`src/hw/rtl/cau_pkg.sv`:
```
// shared types and codes of the complex arithmetic unit
`default_nettype none
package cau_pkg;

	localparam logic [2:0] ACT_ADD  = 3'd0;
	localparam logic [2:0] ACT_SUB  = 3'd1;
	localparam logic [2:0] ACT_MUL  = 3'd2;
	localparam logic [2:0] ACT_DIV  = 3'd3;
	localparam logic [2:0] ACT_CONJ = 3'd4;
	localparam logic [2:0] ACT_EQ   = 3'd5;

	localparam logic [1:0] ST_OK  = 2'd0;
	localparam logic [1:0] ST_OVF = 2'd1;
	localparam logic [1:0] ST_DZ  = 2'd2;

	typedef enum logic [2:0] {
		OP_ADD,
		OP_SUB,
		OP_MUL,
		OP_DIV,
		OP_CONJ,
		OP_EQ,
		OP_DZ,
		OP_NONE
	} op_t;

	typedef struct packed {
		op_t                op;
		logic signed [31:0] a_re;
		logic signed [31:0] a_im;
		logic signed [31:0] b_re;
		logic signed [31:0] b_im;
	} item_t;

endpackage
`default_nettype wire

```
`src/hw/rtl/cau_fifo.sv`:
```
// two-entry queue between front end and back end
`default_nettype none
module cau_fifo (
	input  logic           clk,
	input  logic           arst_n,
	input  logic           push,
	input  cau_pkg::item_t wr_item,
	input  logic           pop,
	output cau_pkg::item_t rd_item,
	output logic           full,
	output logic           empty
);
	import cau_pkg::*;

	item_t      mem_q [2];
	logic       wr_ptr_q;
	logic       rd_ptr_q;
	logic [1:0] cnt_q;

	assign full    = (cnt_q == 2'd2);
	assign empty   = (cnt_q == 2'd0);
	assign rd_item = mem_q[rd_ptr_q];

	always_ff @(posedge clk) begin
		if (push) begin
			mem_q[wr_ptr_q] <= wr_item;
		end
	end

	always_ff @(posedge clk or negedge arst_n) begin
		if (!arst_n) begin
			wr_ptr_q <= 1'b0;
			rd_ptr_q <= 1'b0;
			cnt_q    <= 2'd0;
		end else begin
			if (push) begin
				wr_ptr_q <= ~wr_ptr_q;
			end
			if (pop) begin
				rd_ptr_q <= ~rd_ptr_q;
			end
			case ({push, pop})
				2'b10:   cnt_q <= cnt_q + 2'd1;
				2'b01:   cnt_q <= cnt_q - 2'd1;
				default: cnt_q <= cnt_q;
			endcase
		end
	end

endmodule
`default_nettype wire

```
`config.mk`:
```
export PLATFORM = sky130hd
export DESIGN_NAME = cau_fifo
export DESIGN_NICKNAME = d
export VERILOG_FILES = /design/src/hw/rtl/cau_pkg.sv /design/src/hw/rtl/cau_fifo.sv
export SDC_FILE = /design/constraint.sdc
export NUM_CORES = 1
export LEC_CHECK = 0
export BUFFER_PORTS_ARGS = -buffer_cell sky130_fd_sc_hd__buf_2
export CORE_UTILIZATION = 45
export CTS_CLUSTER_DIAMETER = 40
export DETAILED_ROUTE_END_ITERATION = 6
export GPL_ROUTABILITY_DRIVEN = 0
export GPL_TIMING_DRIVEN = 0
export PLACE_DENSITY = 0.7
export RECOVER_POWER = 100
export SYNTH_ARGS = -nofsm -noshare
export SYNTH_HDL_FRONTEND = slang
export SYNTH_SLANG_ARGS = --single-unit
```
`constraint.sdc`:
```
create_clock -name clk -period 7.03 [get_ports clk]
set_input_delay 1.0545 -clock clk [delete_from_list [all_inputs] [get_ports clk]]
set_output_delay 1.0545 -clock clk [all_outputs]
set_load 0.01 [all_outputs]
```
==> qor.txt <==
Worst skew pair latency: 540 ps
Iter 0 DRT Violations: 168
Measured slew at the worst slew-check pin: 4410 ps
Via density: 4.76
Most common cell after layout, fill and taps aside: edfxtp_1
Required time of the critical path: 7210 ps
Logic pwr share: 25.4%
# Max-Cap Violations: 5
Post-synthesis net count: 560
Commonest non-fill, non-tap cells in the layout: 262 x edfxtp_1, 148 x buf_2, 137 x clkbuf_1
CP Cell Sequence: clkbuf_1 -> and2_0 -> buf_16
Worst vdd rail ir drop: 0.254 mV
Leak Pwr: 4.37 nW
Power, Total: 0.00506 W
WP data arrival: 4710 ps
RR Endpoint: mem_q[1][45]
Syn_area_per_cell: 23.5 um2
Worst path slowest cell: and2_0
Buf/Inv on CP: 2
Residual DRC: 0
H-tree levels: 1
CP peak stage delay: 3150 ps
Final Hold Viols: 0
Rows: 54
Flop-to-flop setup slack: 2770 ps
Die height: 151 um
Reg-to-reg critical path startpoint: wr_ptr_q
Max Slew Vio Count: 195
Unrepaired setup endpoints after global routing: no
CTS buffer count: 31
Crit-path max FO: 69
Relative slew margins: -194%
Distinct cells, synth: 14
Psw: 0.00144 W
P&R area growth vs syn: 22.8%
Yosys warnings: 0
Setup Skew: 14.4 ps
Delay-heaviest family, CP: simple AND/OR/NAND/NOR gates
Sw frac: 28.4%
Worst Setup SP: push
Core Box Area: 0.0218 mm2
Largest net degree at the start of global routing: 70
Final Routed Wirelength: 17.8 mm
Clock group share of total power: 31.3%
Routed Antenna Nets: 0
DR vias: 4915
Total Nets Final: 865
Max Fclk: 221 MHz
Length in cells of the worst reg-to-reg path: 2
Vias in the first global route: 5175
Routed len/inst: 17.2 um
Synthesized netlist cell count: 424
DIE AREA: 0.0228 mm2
Ant diodes: 0
Die width: 151 um
Register area share after synthesis: 79.9%
Share of power burned in registers: 43.2%
DPL Wire Length: 12.3 mm
Initial Util: 45.8%
Seq cells post-synth: 266
Final non-filler cell total: 1033
Clock sink count: 266
GR Overflow Total: 0
Final Cycle Share: 64.3%
CP Class: in2reg
Synth Cell Area: 0.00997 mm2
I/O pins: 268
Hold_ws: 348 ps
Dpl cell area: 0.0118 mm2
Layout Cell Area excl Fill: 0.0122 mm2
Setup TNS: 0 ps
Status: complete, but fails checks
Pre-antenna DRT Iters: 4
Tmin final: 4520 ps
Final setup vio count: 0
Setup crit start kind: input port
Max Buffers Root-to-Sink: 3
Inst Count DP: 976
FILL cells: 1788
Initial antenna violation count: 0
PwrDens: 413 mW/mm2
Clock slew at reported path FFs: 60 ps
Share of layout cells above drive strength 1: 34.3%
Failing checks: capacitance limit, slew limit
Type of the worst min-delay path: in2async
Clk root buf: clkbuf_16
I/O Buffers: 267
Power Internal: 0.00362 W
First-pass GRT wire length: 26.1 mm
GRT Total Usage: 14.9%
Post-CTS sizing: 0
Crit. End Element: register
CTS Hold Buffers Added: 0
Setup Buffers After CTS: 0
CTS tree: done
-- power by group through the flow --
stage	registers, W	clock network (W)	logic, W
2_1_floorplan	0.00223	0	0.00106
3_3_place_gp	0.00226	0	0.00156
3_5_place_dp	0.00221	0	0.00162
4_1_cts	0.00218	0.00162	0.00162
5_1_grt	0.00222	0.00168	0.00141
6_report	0.00219	0.00158	0.00129
-- how the worst max path moves through the flow --
| stage | depth (start not counted) | end |
|---|---|---|
| after global routing | 5 | mem_q[0][76] |
| after detailed placement | 3 | mem_q[1][87] |
| final | 3 | mem_q[1][45] |
| after global placement | 3 | mem_q[0][105] |
| after floorplan | 2 | mem_q[0][0] |
| after CTS | 5 | rd_item[47] |
-- metal layers --
layer | share of wire, % | track usage, %
met5 | 0 | 0
met4 | 2.1 | 4.50
met3 | 9.6 | 5.12
met2 | 50 | 26.5
met1 | 38 | 16.7
-- cell type report --
class | instances | area, um2 | area share (%)
tap | 280 | 350 | 2.86
inverter | 1 | 3.75 | 0.0307
timing repair buffer | 272 | 1230 | 10.0
multi-input combinational | 142 | 1590 | 12.9
clock buffer | 31 | 776 | 6.33
clock inverter | 26 | 277 | 2.26
buffer | 15 | 56.3 | 0.460
sequential | 266 | 7970 | 65.1
-- stage by stage --
stage / worst slack (ps) / utilization [%]
2_1_floorplan: 2090 / -
3_3_place_gp: 455 / 53.6
3_5_place_dp: 4290 / 54.1
4_1_cts: 4090 / 58.9
5_1_grt: 2100 / 56.3
6_report: 2510 / 56.3
-- flip-flops by register name (all words and copies together), names as in the netlist --
signal	count
wr_ptr_q	1
mem_q	262
cnt_q	2
rd_ptr_q	1
-- Yosys cell counts --
| cell | number | area [um2] |
|---|---|---|
| nor2b_1 | 1 | 6.26 |
| mux2_2 | 51 | 574 |
| buf_8 | 1 | 15.0 |
| nor2_1 | 3 | 11.3 |
| xor2_1 | 3 | 26.3 |
| buf_6 | 9 | 101 |
| and2_1 | 1 | 6.26 |
| mux2_4 | 80 | 1200 |
| ha_1 | 1 | 12.5 |
| inv_1 | 1 | 3.75 |
| dfrtp_1 | 4 | 100 |
| buf_2 | 5 | 25.0 |
| xnor2_1 | 2 | 17.5 |
| edfxtp_1 | 262 | 7870 |
-- worst register-to-register path: stages, from the launching register on --
cell and delay (ps):
dfrtp_1 400, and2_0 3150, buf_16 310
-- cells by family (layout without fill, tap and decap cells) --
logic type | Yosys count | after routing | share of synthesized area [%]
xor gates and xnor gates | 5 | 5 | 0.439
adders and majority gates | 1 | 1 | 0.125
buffers and inverters | 16 | 345 | 1.46
DFF | 266 | 266 | 79.9
muxes | 131 | 131 | 17.8
and+or+nand+nor | 5 | 5 | 0.239
(Power assumes the default switching activity.)
