File: src/hw/rtl/cau_pkg.sv
// shared types and codes of the complex arithmetic unit
`default_nettype none
package cau_pkg;

	localparam logic [2:0] ACT_ADD  = 3'd0;
	localparam logic [2:0] ACT_SUB  = 3'd1;
	localparam logic [2:0] ACT_MUL  = 3'd2;
	localparam logic [2:0] ACT_DIV  = 3'd3;
	localparam logic [2:0] ACT_CONJ = 3'd4;
	localparam logic [2:0] ACT_EQ   = 3'd5;

	localparam logic [1:0] ST_OK  = 2'd0;
	localparam logic [1:0] ST_OVF = 2'd1;
	localparam logic [1:0] ST_DZ  = 2'd2;

	typedef enum logic [2:0] {
		OP_ADD,
		OP_SUB,
		OP_MUL,
		OP_DIV,
		OP_CONJ,
		OP_EQ,
		OP_DZ,
		OP_NONE
	} op_t;

	typedef struct packed {
		op_t                op;
		logic signed [31:0] a_re;
		logic signed [31:0] a_im;
		logic signed [31:0] b_re;
		logic signed [31:0] b_im;
	} item_t;

endpackage
`default_nettype wire

File: src/hw/rtl/cau_front.sv
// front end: classifies an incoming word into an operation class
`default_nettype none
module cau_front (
	input  logic [2:0]         action,
	input  logic signed [31:0] a_re,
	input  logic signed [31:0] a_im,
	input  logic signed [31:0] b_re,
	input  logic signed [31:0] b_im,
	output cau_pkg::item_t     item
);
	import cau_pkg::*;

	logic b_zero;

	assign b_zero = (b_re == 32'sd0) && (b_im == 32'sd0);

	always_comb begin
		item.a_re = a_re;
		item.a_im = a_im;
		item.b_re = b_re;
		item.b_im = b_im;
		case (action)
			ACT_ADD:  item.op = OP_ADD;
			ACT_SUB:  item.op = OP_SUB;
			ACT_MUL:  item.op = OP_MUL;
			ACT_DIV:  item.op = b_zero ? OP_DZ : OP_DIV;
			ACT_CONJ: item.op = OP_CONJ;
			ACT_EQ:   item.op = OP_EQ;
			default:  item.op = OP_NONE;
		endcase
	end

endmodule
`default_nettype wire

File: config.mk
export PLATFORM = sky130hd
export DESIGN_NAME = cau_front
export DESIGN_NICKNAME = d
export VERILOG_FILES = /design/src/hw/rtl/cau_pkg.sv /design/src/hw/rtl/cau_front.sv
export SDC_FILE = /design/constraint.sdc
export NUM_CORES = 1
export LEC_CHECK = 0
export BUFFER_PORTS_ARGS = -buffer_cell sky130_fd_sc_hd__buf_2
export CAP_MARGIN = 15
export CORE_AREA = 2 2 102 104
export DETAILED_ROUTE_END_ITERATION = 10
export DIE_AREA = 0 0 104 106
export SLEW_MARGIN = 40
export SYNTH_ARGS = -nofsm -noshare
export SYNTH_HDL_FRONTEND = slang
export SYNTH_SLANG_ARGS = --single-unit
File: constraint.sdc
create_clock -name vclk -period 2.6
set_clock_uncertainty 0.15 [all_clocks]
set_input_delay 0.26 -clock vclk [all_inputs]
set_output_delay 0.26 -clock vclk [all_outputs]
set_load 0.02 [all_outputs]
==> metrics.txt, run 1 <==
status finished, final reports clean; Slowest-stage cell, CP nor4b_1; Total Routing Usage GR 5.12%; # Post-CTS Setup Buffers 0; leak pwr 0.556 nW; row count 37; GR Util met3 1.29%; final hold violations 0; Syn Area/Cell 7.37 sq um; first-pass GRT wire length 4330 um; Tightest Hold Check Type in -> out; First-pass DRT Iterations 4; total chip power 0.000201 W; Final setup viols 0; Core ar. 10000 sq um; crit-path cells buf_2, nor4b_1, nand4_1, nor3_2, a21o_1, buf_2; period utilization 76.8%; Req. time, crit path 2.19 ns; met2 usage 10.8%; crit path launch type primary input; Area growth, synth to finish -10.6%; syn_nets 289; Rel. slew slack 66.2%; detailed-placement wirelength estimate 3200 um; Psw 0.000123 W; full die area 11000 sq um; Seq pwr share 0%; GRT met1 Usage 3.76%; pre-CTS setup slack 0.485 ns; worst-margin pin slew 0.500 ns; sequential cell count 0; routed wire length 3380 um; largest net degree at the start of global routing 4; Mapped Area 1160 sq um; maxcap violations 0; initial antenna violation count 0; grt ovf 0; sequential fraction of the synthesis area 0%; fmax 0.501 GHz; Fillers 1184; WL/cell 11.3 um; logic gate share of total power 100.0%; count of warnings emitted by yosys 0; gp weighted congestion 0.637; DR vias 946; sequential cell area 0 sq um; number of I/O pins 262; switching portion of total power 61.5%; Tmin final 2.00 ns; Mapped Cells 158; Placed Area 1040 sq um; crit path kind in -> out; multi-input logic area 196 sq um; ant diodes 0; Top cell by count, worst path buf_2; Initial Util 11.6%; Peak VDD IR 0.0308 mV; Antenna Nets Post-Route 0; busiest layer in global routing met2; Pwr Density 193 nW/um^2; Via density 3.16; die height 106 um; I/O Buffers 134; Worst Path Arrival 1.59 ns; CP max FO 2; RSZ-0062 raised after global routing no; clock power share 0%; CP Capture Type output pin; # hold bufs at CTS 0; fin area 1040 sq um; Slew Limit Fails 0; setup total negative slack 0 ns; number of gates resized after CTS 0; crit-path max cell delay 0.49 ns; layout clock buffer count 0; vias in the first global route 847; synth unique cells 15; Worst Setup SP b_re[24]; Layout Nets 296; Hold Crit Depth 0; Worst Setup EP item[130]; share of layout cells above drive strength 1 85.3%; Die W 104 um; DR DRC count 0; internal power 0.0000772 W; Iter 0 DRT Violations 21; final hold slack 0.370 ns; Final WS setup 0.603 ns
final cells by class:
cell class | count | share of cell area, %
multi-input cells | 28 | 18.9
inverters | 1 | 0.361
repair buffers | 134 | 64.4
well taps | 136 | 16.3
worst max-delay path, delay by kind of cell:
| kind | cells | cell delay (ns) |
|---|---|---|
| buffers and inverters | 2 | 0.26 |
| AOI/OAI and AO/OA | 1 | 0.14 |
| and+or+nand+nor | 3 | 0.92 |
worst min path at each step:
| stage | slack, ns | to | from |
|---|---|---|---|
| global placement | 0.37 | item[111] | a_re[15] |
| floorplan | 0.48 | item[0] | b_im[0] |
| CTS | 0.37 | item[111] | a_re[15] |
| detailed placement | 0.37 | item[111] | a_re[15] |
| global route | 0.37 | item[68] | a_im[4] |
| finish | 0.37 | item[110] | a_re[14] |
synthesized netlist by cell type (all sizes together):
master	n	share of area (%)
inv	1	0.32
a21o	1	0.64
o211ai	1	0.64
nor4b	1	0.75
nor4	14	9.7
buf	128	82
nor2	1	0.32
o21ai	1	0.43
nand2	2	0.64
clkbuf	1	0.32
nand3	1	0.43
nand4	3	1.6
nor3	3	1.7
cell families after synthesis:
group / Yosys count / share of synthesized area (%)
buffers and inverters: 130 / 83.1
AND/OR/NAND/NOR: 25 / 15.1
AO/OA/AOI/OAI: 3 / 1.72
through the flow:
step / std cells / util, %
4_1_cts: 299 / 10.4
3_5_place_dp: 299 / 10.4
5_1_grt: 299 / 10.4
2_1_floorplan: 158 / -
3_3_place_gp: 299 / 10.4
6_report: 299 / 10.4
power by group through the flow:
| stage | clock [W] | sequential, W | combinational, W |
|---|---|---|---|
| after floorplan | 0 | 0 | 0.000300 |
| after global placement | 0 | 0 | 0.000202 |
| after detailed placement | 0 | 0 | 0.000203 |
| after CTS | 0 | 0 | 0.000203 |
| after global routing | 0 | 0 | 0.000212 |
| final | 0 | 0 | 0.000201 |
cells in the final DEF (no fill, tap or decap):
| cell type | n |
|---|---|
| nor2_1 | 1 |
| inv_1 | 1 |
| nor4_1 | 10 |
| nor4b_1 | 1 |
| nor3_1 | 2 |
| nor3_2 | 1 |
| o21ai_0 | 1 |
| nand3_1 | 1 |
| nand4_1 | 3 |
| a21o_1 | 1 |
| nor4_2 | 4 |
| buf_2 | 134 |
| nand2_1 | 2 |
| o211ai_1 | 1 |
metal layers:
metal | share of wire, % | wire, um | vias to the layer above
met5 | 0 | 0 | -
met3 | 15 | 493 | 40
li1 | - | - | 401
met1 | 26 | 885 | 392
met2 | 51 | 1720 | 113
met4 | 8.2 | 279 | 0
(Power assumes the default switching activity.)
==> run 2, diff against run 1 <==
Settings changed: CORE_AREA 2 2 102 104 to 2 2 101 103, DIE_AREA 0 0 104 106 to 0 0 103 105.
Clock period 2.6 ns to 1.82 ns, I/O delays scaled along.
==> metrics.txt, run 2 (synthesis gave the netlist of run 1 again) <==
worst-case hold path end point item[103]; Worst Path Arrival 1.39 ns (-0.20 ns); maxcap violations 0 (unchanged); full die area 10800 sq um (-1.9%); Core ar. 9640 sq um (-3.6%); First-pass DRT Iterations 2 (-2); routed wire length 3560 um (+5.2%); first-pass GRT wire length 4640 um (+7.2%); Inst Count DP 299 (unchanged); Iter 0 DRT Violations 8 (-62%); commonest non-fill, non-tap cell in the layout buf_2; I/O Buffers 134 (unchanged); crit path kind in -> out; Initial Util 12.1% (+0.44 points); Layout Nets 299 (+1.0%); sequential cell area 0 sq um (unchanged); Pwr Density 270 nW/um^2 (+40%); Rel. slew slack 73.7% (+7.5 points); min-delay src a_re[7]; ant diodes 0 (unchanged); Die W 103 um (-0.96%); Slew Limit Fails 0 (unchanged); CP Capture Type output pin; period utilization 94.6%; DR DRC count 0 (unchanged); most frequent cells in the layout buf_2 (130), nor4_1 (7), nor4_2 (5), buf_4 (5), nand4_1 (3); Total Routing Usage GR 5.62% (+0.50 points); worst-margin pin slew 0.391 ns (-0.108 ns); Area growth, synth to finish -3.87%; Via density 3.17 (+0.11%); crit-path cells buf_2, nor4b_2, buf_4, nand4_1, nor3_2, o211ai_1, buf_4; WL/cell 11.9 um (+5.2%); # hold bufs at CTS 0 (unchanged); Slowest-stage cell, CP nor3_2; status finished, final reports clean; Tightest Hold Check Type in -> out; Req. time, crit path 1.49 ns (-0.70 ns); final hold violations 0 (unchanged); Top cell by count, worst path buf_4; number of I/O pins 262 (unchanged); detailed-placement wirelength estimate 3310 um (+3.3%); Hold Crit Depth 0 (unchanged); vias in the first global route 1017 (+20%); grt ovf 0 (unchanged); Tmin final 1.72 ns; die height 105 um (-0.94%); WP buf/inv 3 (+1); final cell count without fillers 299 (unchanged); Peak VDD IR 0.0466 mV (+51%); Antenna Nets Post-Route 0 (unchanged); row count 36 (-2.7%); crit-path max cell delay 0.27 ns (-0.22 ns); sequential cell count 0 (unchanged); critical path's top delay family simple AND/OR/NAND/NOR gates; largest net degree at the start of global routing 3 (-1); layout clock buffer count 0 (unchanged); fmax 0.581 GHz; Final setup viols 0 (unchanged); final hold slack 0.214 ns (-0.156 ns); gp weighted congestion 0.744 (+17%); RSZ-0062 raised after global routing yes; DR vias 947 (+0.11%); leak pwr 0.584 nW (+5.0%); crit path launch type primary input; CP max FO 2 (unchanged); share of layout cells above drive strength 1 88.0% (+2.7 points); initial antenna violation count 0 (unchanged)
## run 2: layer usage
layer / routed length [um] / part of all wire [%] / track usage (%)
met5: 0 / 0 / 0
met4: 321 / 9.0 / 5.08
met3: 546 / 15 / 1.20
met2: 1850 / 52 / 12.5
met1: 839 / 24 / 2.96
## run 2: what timing repair did
action                     CTS  global route
setup buffers                0             0
pin swaps                    2             4
setup endpoints to repair    1             2
gates resized for setup      1             9
## run 2: worst max-delay path by stage
stage / startpoint / to / slack, ns / cells past startpoint
final: b_re[24] / item[128] / 0.1 / 7
after floorplan: b_im[7] / item[130] / 0.53 / 4
after detailed placement: b_re[6] / item[130] / -0.02 / 6
after global placement: b_im[1] / item[130] / 0.02 / 6
after global routing: b_re[2] / item[128] / -0.003 / 7
after CTS: b_re[6] / item[130] / 0.01 / 6
## run 2: cell type report
type                       count  area (sq um)
tap                          133           166
timing repair buffer         137           711
fill                        1137          8520
inverter                       1          3.75
multi-input combinational     28           239
## run 2: per-stage QoR
stage	instance area, sq um	TNS (ns)	utilization [%]	power [W]	setup slack (ns)
global route	1120	-0.00317	11.6	0.000327	-0.00317
CTS	1070	0	11.1	0.000296	0.00959
global placement	1060	0	11.0	0.000290	0.0188
finish	1120	0	11.6	0.000302	0.0990
detailed placement	1060	-0.0214	11.0	0.000293	-0.0214
floorplan	1160	0	-	0.000428	0.534
## run 2: report_power, final
group / total (W) / internal, W / switching [W]
clock network: 0 / 0 / 0
registers: 0 / 0 / 0
logic: 0.000302 / 0.000119 / 0.000183
==> run 3, diff against run 2 <==
Settings changed: CAP_MARGIN 15 to 20, RECOVER_POWER from default to 100.
==> metrics.txt, run 3 (synthesis gave the netlist of run 1 again) <==
Tightest Hold Check Type in -> out; routed wire length 3560 um (about the same); final hold violations 0 (unchanged); Final setup viols 0 (unchanged); share of layout cells above drive strength 1 86.1% (-1.8 points); initial antenna violation count 0 (unchanged); I/O Buffers 134 (unchanged); gp weighted congestion 0.744 (unchanged); layout clock buffer count 0 (unchanged); crit-path max cell delay 0.27 ns (about the same); commonest non-fill, non-tap cell in the layout buf_2; DR vias 950 (+0.32%); CP Capture Type output pin; full die area 10800 sq um (unchanged); critical path's top delay family simple AND/OR/NAND/NOR gates; worst-margin pin slew 0.391 ns (+0.000173 ns); Area growth, synth to finish -4.19%; Rel. slew slack 73.7% (about the same); setup total negative slack 0 ns (unchanged); maxcap violations 0 (unchanged); crit path kind in -> out; final cell count without fillers 299 (unchanged); Antenna Nets Post-Route 0 (unchanged); Req. time, crit path 1.49 ns (about the same); Tmin final 1.72 ns (-0.000562 ns); Hold Crit Depth 0 (unchanged); Peak VDD IR 0.0466 mV (unchanged); row count 36 (unchanged); Initial Util 12.1% (unchanged); Inst Count DP 299 (unchanged); Via density 3.18 (+0.32%); leak pwr 0.575 nW (-1.4%); period utilization 94.5% (about the same); worst-case hold path end point item[103]; WL/cell 11.9 um (about the same); detailed-placement wirelength estimate 3310 um (unchanged); ant diodes 0 (unchanged); # Post-CTS Setup Buffers 0 (unchanged); crit-path cells buf_2, nor4b_2, buf_4, nand4_1, nor3_2, o211ai_1, buf_4; Core ar. 9640 sq um (unchanged); Worst Setup SP b_re[24]; fmax 0.581 GHz (about the same); grt ovf 0 (unchanged); Slew Limit Fails 0 (unchanged); WP buf/inv 3 (unchanged); min-delay src a_re[7]; Top cell by count, worst path buf_4; vias in the first global route 1017 (unchanged); first-pass GRT wire length 4640 um (unchanged); status finished, final reports clean; Final Core Density 11.6% (-0.039 points); Worst Path Arrival 1.39 ns (about the same); Fillers 1140 (+0.26%); CP max FO 2 (unchanged); number of I/O pins 262 (unchanged); sequential cell count 0 (unchanged); die height 105 um (unchanged); Total Routing Usage GR 5.62% (unchanged); Iter 0 DRT Violations 9 (+1); Slowest-stage cell, CP nor3_2; # hold bufs at CTS 0 (unchanged); Die W 103 um (unchanged); DR DRC count 0 (unchanged); largest net degree at the start of global routing 3 (unchanged); RSZ-0062 raised after global routing yes; Pwr Density 270 nW/um^2 (about the same); most frequent cells in the layout buf_2 (127), nor4_1 (7), nor4_2 (5), buf_4 (5); First-pass DRT Iterations 3 (+1); Layout Nets 299 (unchanged); crit path launch type primary input; sequential cell area 0 sq um (unchanged); multi-input logic area 239 sq um (unchanged)
==> run 3: cell count changes in the layout (fill, tap and decap cells not counted), sizes merged <==
| cell | before | now |
|---|---|---|
| buf | 137 | 134 |
| clkbuf | 0 | 3 |
==> run 3: worst max path at each step <==
stage                endpoint  slack, ns  cells past startpoint
floorplan           item[130]       0.53                      4
global placement    item[130]       0.02                      6
detailed placement  item[130]      -0.02                      6
CTS                 item[130]       0.01                      6
global route        item[128]     -0.003                      7
finish              item[128]        0.1                      7
==> run 3: repair_timing <==
item,CTS,global route
resized for setup,1,9
pin swaps,2,4
endpoints found under the setup margin,1,2
hold endpoints to repair,0,0
==> run 3: metrics by stage <==
step | power (W) | worst slack, ns | cell area (sq um) | hold slack (ns)
5_1_grt | 0.000326 | -0.00317 | 1120 | 0.214
4_1_cts | 0.000296 | 0.00959 | 1070 | 0.214
3_5_place_dp | 0.000293 | -0.0214 | 1060 | 0.214
2_1_floorplan | 0.000428 | 0.534 | 1160 | 0.327
3_3_place_gp | 0.000290 | 0.0188 | 1060 | 0.214
6_report | 0.000301 | 0.0996 | 1120 | 0.214
==> run 3: layout make-up <==
class              count  share of cell area [%]
well taps            133                    14.9
repair buffers       137                    63.3
multi-input cells     28                    21.4
inverters              1                   0.336
==> run 3: power breakdown <==
| part | switching, W | leakage [nW] | internal (W) | total (W) |
|---|---|---|---|---|
| Combinational | 0.000183 | 0.575 | 0.000118 | 0.000301 |
| Sequential | 0 | 0 | 0 | 0 |
| Clock | 0 | 0 | 0 | 0 |
==> run 3: metal layers <==
layer / track usage [%] / up-vias / share of wire, %
li1: - / 410 / -
met1: 2.96 / 387 / 24
met2: 12.5 / 113 / 52
met3: 1.20 / 40 / 15
met4: 5.08 / 0 / 9.0
met5: 0 / - / 0
